File: src/pwmc_pkg.sv
// pwmc_pkg: shared widths, reset values and capture phase codes for the
// pwm period/duty capture block; no dependencies
`timescale 1ns / 1ps

package pwmc_pkg;

  // fixed field widths
  localparam int CAP_W  = 32;   // capture value and tick count ports
  localparam int CLK_W  = 28;   // counter clock and frequency
  localparam int DUTY_W = 14;   // duty in hundredths of a percent

  // default counter width of the capture timer
  localparam int COUNTER_WIDTH_DEF = 32;

  // full scale duty, also the multiplier for the duty dividend
  localparam logic [DUTY_W-1:0] DUTY_FULL = 14'd10000;

  // counter clock after reset
  localparam logic [CLK_W-1:0] CLK_HZ_RESET = 28'd60000000;

  // capture phase codes
  typedef enum logic [1:0] {
    PH_RISE1 = 2'd0,
    PH_RISE2 = 2'd1,
    PH_FALL  = 2'd2,
    PH_SPARE = 2'd3
  } phase_t;

endpackage

File: src/pwmc_divstep.sv
// pwmc_divstep: one restoring division step, shared by the frequency and
// duty divisions; depends on nothing
`timescale 1ns / 1ps

module pwmc_divstep #(
  parameter int W = 32
) (
  input  logic [W-1:0] rem_in,
  input  logic         dvd_bit,
  input  logic [W-1:0] divisor,
  output logic [W-1:0] rem_out,
  output logic         q_bit
);

  logic [W:0] shifted;
  logic [W:0] trial;

  // shift in the next dividend bit and try the subtraction
  assign shifted = {rem_in, dvd_bit};
  assign trial   = shifted - {1'b0, divisor};
  assign q_bit   = (shifted >= {1'b0, divisor});
  assign rem_out = q_bit ? trial[W-1:0] : shifted[W-1:0];

endmodule

File: src/pwm_period_duty_capture_core.sv
// pwm_period_duty_capture_core: input capture sequencer with period, high
// time, frequency and duty results; uses pwmc_pkg and pwmc_divstep
`timescale 1ns / 1ps

//  channel | ports                          | handshake
//  --------+--------------------------------+----------------------
//  input   | in_capture_value               | in_valid / in_ready
//  result  | out_* fields                   | out_valid / out_ready
//  config  | cfg_wr_data (counter clock hz) | cfg_wr_en, no wait
//
// A first or second rise capture is accepted in idle; its result is registered
// the cycle after. A fall capture runs a multiply state, 28 steps of the
// shared divide unit for frequency, 14 more for duty and a load state that
// waits for a free result register; the duty steps are skipped when the duty
// saturates, and both divisions are skipped when the period is zero.
// in_ready is high only while the sequencer idles and the result register is
// free or being drained. Synchronous active-low reset, no clearing pass.

module pwm_period_duty_capture_core
  import pwmc_pkg::*;
#(
  parameter int COUNTER_WIDTH = COUNTER_WIDTH_DEF
) (
  input  logic              clk,
  input  logic              rst_n,
  // capture items
  input  logic              in_valid,
  output logic              in_ready,
  input  logic [CAP_W-1:0]  in_capture_value,
  // result items
  output logic              out_valid,
  input  logic              out_ready,
  output logic              out_next_edge_falling,
  output logic              out_measurement_valid,
  output logic [CAP_W-1:0]  out_period_ticks,
  output logic [CAP_W-1:0]  out_high_ticks,
  output logic [CLK_W-1:0]  out_frequency_hz,
  output logic [DUTY_W-1:0] out_duty_hundredths,
  output logic              out_zero_period,
  // configuration
  input  logic              cfg_wr_en,
  input  logic [CLK_W-1:0]  cfg_wr_data
);

  localparam int CW    = COUNTER_WIDTH;
  localparam int PW    = CW + DUTY_W;
  localparam int CNT_W = $clog2(CLK_W);

  typedef enum logic [4:0] {
    ST_IDLE = 5'b00001,
    ST_MUL  = 5'b00010,
    ST_FREQ = 5'b00100,
    ST_DUTY = 5'b01000,
    ST_DONE = 5'b10000
  } state_t;

  state_t              state_r, state_nxt;
  phase_t              phase_r, phase_nxt;
  logic [CLK_W-1:0]    clk_hz_r;
  logic [CW-1:0]       first_rise_r, first_rise_nxt;
  logic [CW-1:0]       second_rise_r, second_rise_nxt;
  logic [CW-1:0]       period_r, period_nxt;
  logic [CW-1:0]       high_r, high_nxt;
  logic [PW-1:0]       prod_r, prod_nxt;
  logic                sat_r, sat_nxt;
  logic [CW-1:0]       rem_r, rem_nxt;
  logic [CLK_W-1:0]    dvd_r, dvd_nxt;
  logic [CNT_W-1:0]    cnt_r, cnt_nxt;
  logic [CLK_W-1:0]    freq_r, freq_nxt;
  logic [DUTY_W-1:0]   duty_r, duty_nxt;

  logic                out_valid_r, out_valid_nxt;
  logic                out_fall_r, out_fall_nxt;
  logic                out_meas_r, out_meas_nxt;
  logic [CW-1:0]       out_period_r, out_period_nxt;
  logic [CW-1:0]       out_high_r, out_high_nxt;
  logic [CLK_W-1:0]    out_freq_r, out_freq_nxt;
  logic [DUTY_W-1:0]   out_duty_r, out_duty_nxt;
  logic                out_zero_r, out_zero_nxt;

  logic [CW-1:0]       cap;
  logic                out_free;
  logic                in_fire;
  logic [CW-1:0]       step_rem;
  logic                step_q;

  assign cap      = in_capture_value[CW-1:0];
  assign out_free = !out_valid_r || out_ready;
  assign in_ready = (state_r == ST_IDLE) && out_free;
  assign in_fire  = in_valid && in_ready;

  // shared divide step: remainder, next dividend bit from the top of dvd_r
  pwmc_divstep #(
    .W (CW)
  ) u_divstep (
    .rem_in  (rem_r),
    .dvd_bit (dvd_r[CLK_W-1]),
    .divisor (period_r),
    .rem_out (step_rem),
    .q_bit   (step_q)
  );

  // sequencer and datapath
  always_comb begin
    state_nxt       = state_r;
    phase_nxt       = phase_r;
    first_rise_nxt  = first_rise_r;
    second_rise_nxt = second_rise_r;
    period_nxt      = period_r;
    high_nxt        = high_r;
    prod_nxt        = prod_r;
    sat_nxt         = sat_r;
    rem_nxt         = rem_r;
    dvd_nxt         = dvd_r;
    cnt_nxt         = cnt_r;
    freq_nxt        = freq_r;
    duty_nxt        = duty_r;
    out_valid_nxt   = out_valid_r && !out_ready;
    out_fall_nxt    = out_fall_r;
    out_meas_nxt    = out_meas_r;
    out_period_nxt  = out_period_r;
    out_high_nxt    = out_high_r;
    out_freq_nxt    = out_freq_r;
    out_duty_nxt    = out_duty_r;
    out_zero_nxt    = out_zero_r;

    unique case (state_r)
      ST_IDLE: begin
        if (in_fire) begin
          unique case (phase_r)
            PH_RISE2: begin
              second_rise_nxt = cap;
              period_nxt      = cap - first_rise_r;
              phase_nxt       = PH_FALL;
              out_valid_nxt   = 1'b1;
              out_fall_nxt    = 1'b1;
              out_meas_nxt    = 1'b0;
              out_period_nxt  = '0;
              out_high_nxt    = '0;
              out_freq_nxt    = '0;
              out_duty_nxt    = '0;
              out_zero_nxt    = 1'b0;
            end
            PH_FALL: begin
              high_nxt  = cap - second_rise_r;
              state_nxt = ST_MUL;
            end
            default: begin
              // first rise, and the spare code treated the same way
              first_rise_nxt = cap;
              phase_nxt      = PH_RISE2;
              out_valid_nxt  = 1'b1;
              out_fall_nxt   = 1'b0;
              out_meas_nxt   = 1'b0;
              out_period_nxt = '0;
              out_high_nxt   = '0;
              out_freq_nxt   = '0;
              out_duty_nxt   = '0;
              out_zero_nxt   = 1'b0;
            end
          endcase
        end
      end
      ST_MUL: begin
        // duty dividend and saturation check, then start the frequency divide unless the period is zero
        prod_nxt = PW'(high_r) * PW'(DUTY_FULL);
        sat_nxt  = (high_r >= period_r);
        freq_nxt = '0;
        duty_nxt = '0;
        if (period_r == '0) begin
          state_nxt = ST_DONE;
        end else begin
          rem_nxt   = '0;
          dvd_nxt   = clk_hz_r;
          cnt_nxt   = CNT_W'(CLK_W - 1);
          state_nxt = ST_FREQ;
        end
      end
      ST_FREQ: begin
        rem_nxt = step_rem;
        dvd_nxt = {dvd_r[CLK_W-2:0], step_q};
        cnt_nxt = cnt_r - 1'b1;
        if (cnt_r == '0) begin
          freq_nxt = {dvd_r[CLK_W-2:0], step_q};
          if (sat_r) begin
            duty_nxt  = DUTY_FULL;
            state_nxt = ST_DONE;
          end else begin
            // quotient below full scale, so the upper part is already < period
            rem_nxt   = prod_r[PW-1:DUTY_W];
            dvd_nxt   = {prod_r[DUTY_W-1:0], {(CLK_W - DUTY_W){1'b0}}};
            cnt_nxt   = CNT_W'(DUTY_W - 1);
            state_nxt = ST_DUTY;
          end
        end
      end
      ST_DUTY: begin
        rem_nxt = step_rem;
        dvd_nxt = {dvd_r[CLK_W-2:0], step_q};
        cnt_nxt = cnt_r - 1'b1;
        if (cnt_r == '0) begin
          duty_nxt  = {dvd_r[DUTY_W-2:0], step_q};
          state_nxt = ST_DONE;
        end
      end
      ST_DONE: begin
        if (out_free) begin
          out_valid_nxt  = 1'b1;
          out_fall_nxt   = 1'b0;
          out_meas_nxt   = 1'b1;
          out_period_nxt = period_r;
          out_high_nxt   = high_r;
          out_freq_nxt   = freq_r;
          out_duty_nxt   = duty_r;
          out_zero_nxt   = (period_r == '0);
          phase_nxt      = PH_RISE1;
          state_nxt      = ST_IDLE;
        end
      end
      default: begin
        state_nxt = ST_IDLE;
      end
    endcase
  end

  // control state
  always_ff @(posedge clk) begin
    if (!rst_n) begin
      state_r       <= ST_IDLE;
      phase_r       <= PH_RISE1;
      first_rise_r  <= '0;
      second_rise_r <= '0;
      period_r      <= '0;
      out_valid_r   <= 1'b0;
    end else begin
      state_r       <= state_nxt;
      phase_r       <= phase_nxt;
      first_rise_r  <= first_rise_nxt;
      second_rise_r <= second_rise_nxt;
      period_r      <= period_nxt;
      out_valid_r   <= out_valid_nxt;
    end
  end

  // counter clock register
  always_ff @(posedge clk) begin
    if (!rst_n) begin
      clk_hz_r <= CLK_HZ_RESET;
    end else if (cfg_wr_en) begin
      clk_hz_r <= cfg_wr_data;
    end
  end

  // working and result payload
  always_ff @(posedge clk) begin
    high_r       <= high_nxt;
    prod_r       <= prod_nxt;
    sat_r        <= sat_nxt;
    rem_r        <= rem_nxt;
    dvd_r        <= dvd_nxt;
    cnt_r        <= cnt_nxt;
    freq_r       <= freq_nxt;
    duty_r       <= duty_nxt;
    out_fall_r   <= out_fall_nxt;
    out_meas_r   <= out_meas_nxt;
    out_period_r <= out_period_nxt;
    out_high_r   <= out_high_nxt;
    out_freq_r   <= out_freq_nxt;
    out_duty_r   <= out_duty_nxt;
    out_zero_r   <= out_zero_nxt;
  end

  assign out_valid             = out_valid_r;
  assign out_next_edge_falling = out_fall_r;
  assign out_measurement_valid = out_meas_r;
  assign out_period_ticks      = CAP_W'(out_period_r);
  assign out_high_ticks        = CAP_W'(out_high_r);
  assign out_frequency_hz      = out_freq_r;
  assign out_duty_hundredths   = out_duty_r;
  assign out_zero_period       = out_zero_r;

  // a fall capture always starts the multiply cycle
  a_fall_starts_mul: assert property (@(posedge clk) disable iff (!rst_n)
    (in_fire && phase_r == PH_FALL) |=> (state_r == ST_MUL))
    else $error("fall capture did not start the measurement");

  // a completed measurement always asks for a rising edge next
  a_meas_next_rise: assert property (@(posedge clk) disable iff (!rst_n)
    (out_valid_r && out_meas_r) |-> !out_fall_r)
    else $error("measurement result asks for a falling edge");

  // zero period gives zero frequency and duty
  a_zero_period: assert property (@(posedge clk) disable iff (!rst_n)
    (out_valid_r && out_zero_r) |-> (out_freq_r == '0 && out_duty_r == '0))
    else $error("zero period with nonzero frequency or duty");

  // duty stays within full scale
  a_duty_range: assert property (@(posedge clk) disable iff (!rst_n)
    out_valid_r |-> (out_duty_r <= DUTY_FULL))
    else $error("duty above full scale");

endmodule
File: config.mk
export PLATFORM = sky130hd
export DESIGN_NAME = pwm_period_duty_capture_core
export DESIGN_NICKNAME = d
export VERILOG_FILES = /design/src/pwmc_pkg.sv /design/src/pwmc_divstep.sv /design/src/pwm_period_duty_capture_core.sv
export SDC_FILE = /design/constraint.sdc
export NUM_CORES = 1
export LEC_CHECK = 0
export BUFFER_PORTS_ARGS = -buffer_cell sky130_fd_sc_hd__clkbuf_2
export CAP_MARGIN = 5
export CORE_UTILIZATION = 40
export CTS_CLUSTER_SIZE = 25
export DETAILED_ROUTE_END_ITERATION = 6
export PLACE_DENSITY = 0.53
export SYNTH_ARGS = -nofsm -noshare
export SYNTH_HDL_FRONTEND = slang
export SYNTH_SLANG_ARGS = --single-unit
export TNS_END_PERCENT = 100
File: constraint.sdc
create_clock -name clk -period 8.25 [get_ports clk]
set_input_delay 0.825 -clock clk [delete_from_list [all_inputs] [get_ports clk]]
set_output_delay 0.825 -clock clk [all_outputs]
set_load 0.01 [all_outputs]
==> results.sh <==
export IMPL_r2r_cells=20
export IMPL_numCtsBuffers=50
export IMPL_hold_class="reg2reg"
export IMPL_insertion_delay_ns=0.62
export IMPL_dp_slack_ns=2.202
export IMPL_power_leakage_nw=12.26
export IMPL_die_x_um=256.8
export IMPL_gr_total_overflow=0
export IMPL_path_clk_slew_ns=0.06
export IMPL_critPathLaunchType="register"
export IMPL_min_from="second_rise_r[23]"
export IMPL_multiInputGateArea_mm2=0.01309
export IMPL_htree_levels=2
export IMPL_fin_setup_tns_ns=0
export IMPL_ir_worst_vdd_mv=0.1483
export IMPL_slew_violations=0
export IMPL_syn_nets=2932
export IMPL_yosysSeqAreaShare_pct=43.83
export IMPL_ctsResizeCount=0
export IMPL_powerDensity_mw_per_mm2=202.9
export IMPL_final_util_pct=45.88
export IMPL_layout_common_cells="313 x inv_1, 291 x edfxtp_1, 263 x nand2_1"
export IMPL_worst_setup_path_end_kind="register"
export IMPL_clockBufferDepth=3
export IMPL_fin_crit_ns=6.063
export IMPL_avgSynthCellArea_um2=10.25
export IMPL_firstDrtPassIters=7
export IMPL_holdWs_ns=0.4511
export IMPL_grt_usage_pct=20.45
export IMPL_regArea_mm2=0.01138
export IMPL_gp_congestion=0.8752
export IMPL_synth_area_mm2=0.02597
export IMPL_fin_ws_ns=2.187
export IMPL_status="finished clean"
export IMPL_yosysWarningCount=0
export IMPL_layout_drive_gt1_share_pct=10.72
export IMPL_r2r_slack_ns=2.19
export IMPL_worstHoldEndpoint="second_rise_r[23]"
export IMPL_cts_setup_buffers=0
export IMPL_relSlewSlack_pct=16.26
export IMPL_yosys_register_bits=423
export IMPL_skew_ns=0.03988
export IMPL_wirelength_um=67030
export IMPL_synth_async_sr_flop_share_pct=0
export IMPL_worstHoldPathCells=2
export IMPL_wl_per_cell_um=18.68
export IMPL_fp_dieH_um=256.8
export IMPL_cp_arrival_ns=6.40
export IMPL_dp_hpwl_um=50750
export IMPL_grt_pass1_vias=18720
export IMPL_cts_tree="yes"
export IMPL_antennaDiodeCount=0
export IMPL_root_buffer="clkbuf_16"
export IMPL_syn_to_final_growth_pct=13.69
export IMPL_dr_first_iter_drc_count=1098
export IMPL_start_util_pct=40.35
export IMPL_required_ns=8.59
export IMPL_critPathKind="reg2reg"
export IMPL_grt_pass1_wl_um=105200
export IMPL_syn_inst=2534
export IMPL_r2r_end="prod_r[45]"
export IMPL_setup_viol=0
export IMPL_grt_max_degree=112
export IMPL_vias=18540
export IMPL_fill_cells=6094
export IMPL_final_common_cell="inv_1"
export IMPL_post_route_period_util_pct=73.50
export IMPL_crit_path_max_fanout=5
export IMPL_hold_viol=0
export IMPL_die_area_mm2=0.06594
export IMPL_clock_sinks=423
export IMPL_fmax_ghz=0.1649
export IMPL_rows=93
export IMPL_grt_antenna_before_repair=0
export IMPL_cts_hold_buf=0
export IMPL_max_cap_violations=0
export IMPL_ys_flop_type="edfxtp_1"
export IMPL_io_pin_count=176
export IMPL_io_buffers=175
export IMPL_core_area_mm2=0.06435
export IMPL_grt_setup_unrepaired="false"
export IMPL_synth_cell_types=72
export IMPL_tightest_slew_ns=1.224
export IMPL_via_per_inst=5.166
export IMPL_ant_nets=0
export IMPL_timing_rr_start="high_r[5]"
export IMPL_synth_edf_count=291
export IMPL_nets=3089
export IMPL_route_detailed_drc=0
## flip-flops by register name (all words and copies together), names as in the netlist, 32 cells and up
| signal | flops |
|---|---|
| period_r | 32 |
| out_high_ticks | 32 |
| high_r | 32 |
| first_rise_r | 32 |
| out_period_ticks | 32 |
| rem_r | 32 |
| second_rise_r | 32 |
| prod_r | 42 |
## area by class of cell
class	instances	area share [%]
multi-input combinational	1710	44.34
sequential	423	38.55
clock buffer	64	4.416
inverter	315	4.022
tap	855	3.624
timing repair buffer	191	3.374
clock inverter	30	1.674
## worst max-delay path, cell delays in order, from the launching register on
cell,delay [ns]
edfxtp_1,0.46
inv_1,0.16
fa_1,0.53
inv_1,0.05
ha_1,0.26
inv_1,0.05
fa_1,0.54
inv_1,0.04
ha_1,0.30
fa_1,0.46
ha_1,0.39
a21oi_1,0.17
o21ai_0,0.17
a41oi_1,0.41
o31ai_1,0.23
a311o_1,0.43
o211ai_1,0.26
o31ai_1,0.24
a221o_1,0.33
a21o_1,0.19
xor2_1,0.13
## Yosys cell counts (all sizes together) (18+ instances only)
| master | instances | area, um2 |
|---|---|---|
| inv | 315 | 1182 |
| edfxtp | 291 | 8738 |
| nand2 | 264 | 991.0 |
| ha | 247 | 3090 |
| a21oi | 216 | 1085 |
| and2 | 150 | 938.4 |
| dfxtp | 132 | 2643 |
| o21ai | 95 | 475.5 |
| nor2 | 91 | 341.6 |
| fa | 86 | 1722 |
| xnor2 | 75 | 656.9 |
| clkbuf | 73 | 274.0 |
| a21o | 70 | 525.5 |
| mux2i | 51 | 510.5 |
| xor2 | 40 | 350.3 |
| nand4 | 29 | 181.4 |
| nand3 | 27 | 135.1 |
| nand2b | 20 | 125.1 |
| a22o | 18 | 157.7 |
| and3 | 18 | 112.6 |
## power breakdown
group	total (W)	internal [W]	switching, W
clock network	0.00242	0.00150	0.000917
registers	0.00242	0.00237	0.0000469
logic	0.00115	0.000454	0.000698
total	0.00599	0.00433	0.00166
## how the worst max path moves through the flow
stage / slack [ns] / to / startpoint / cells after the start
floorplan: 3.04 / prod_r[45] / high_r[4] / 20
global placement: 2.30 / prod_r[45] / high_r[8] / 20
detailed placement: 2.20 / prod_r[45] / high_r[5] / 20
CTS: 2.13 / prod_r[45] / high_r[5] / 20
global route: 1.85 / prod_r[45] / high_r[6] / 20
finish: 2.19 / prod_r[45] / high_r[5] / 20
## metrics by stage
stage / instance area [um2] / power [W] / instances
after floorplan: 25970 / 0.003270 / 2534
after CTS: 29520 / 0.006072 / 3588
after detailed placement: 27720 / 0.003626 / 3494
after global placement: 27720 / 0.003618 / 3494
after global routing: 29520 / 0.006281 / 3588
final: 29520 / 0.005991 / 3588
## kinds of logic after synthesis
| family | Yosys count | share of synthesized area [%] |
|---|---|---|
| AOI/OAI and AO/OA | 535 | 13.12 |
| xor gates and xnor gates | 115 | 3.879 |
| adders and majority gates | 333 | 18.53 |
| buffers and inverters | 401 | 5.878 |
| DFF | 423 | 43.83 |
| muxes | 52 | 2.009 |
| and+or+nand+nor | 675 | 12.75 |
## per-layer routing
metal	GRT usage, %	part of all wire (%)
met2	36.76	51
met1	25.27	43
met3	2.422	3.6
met4	6.729	3.1
met5	0	0
Note: power is estimated with default switching activity, not from simulation.
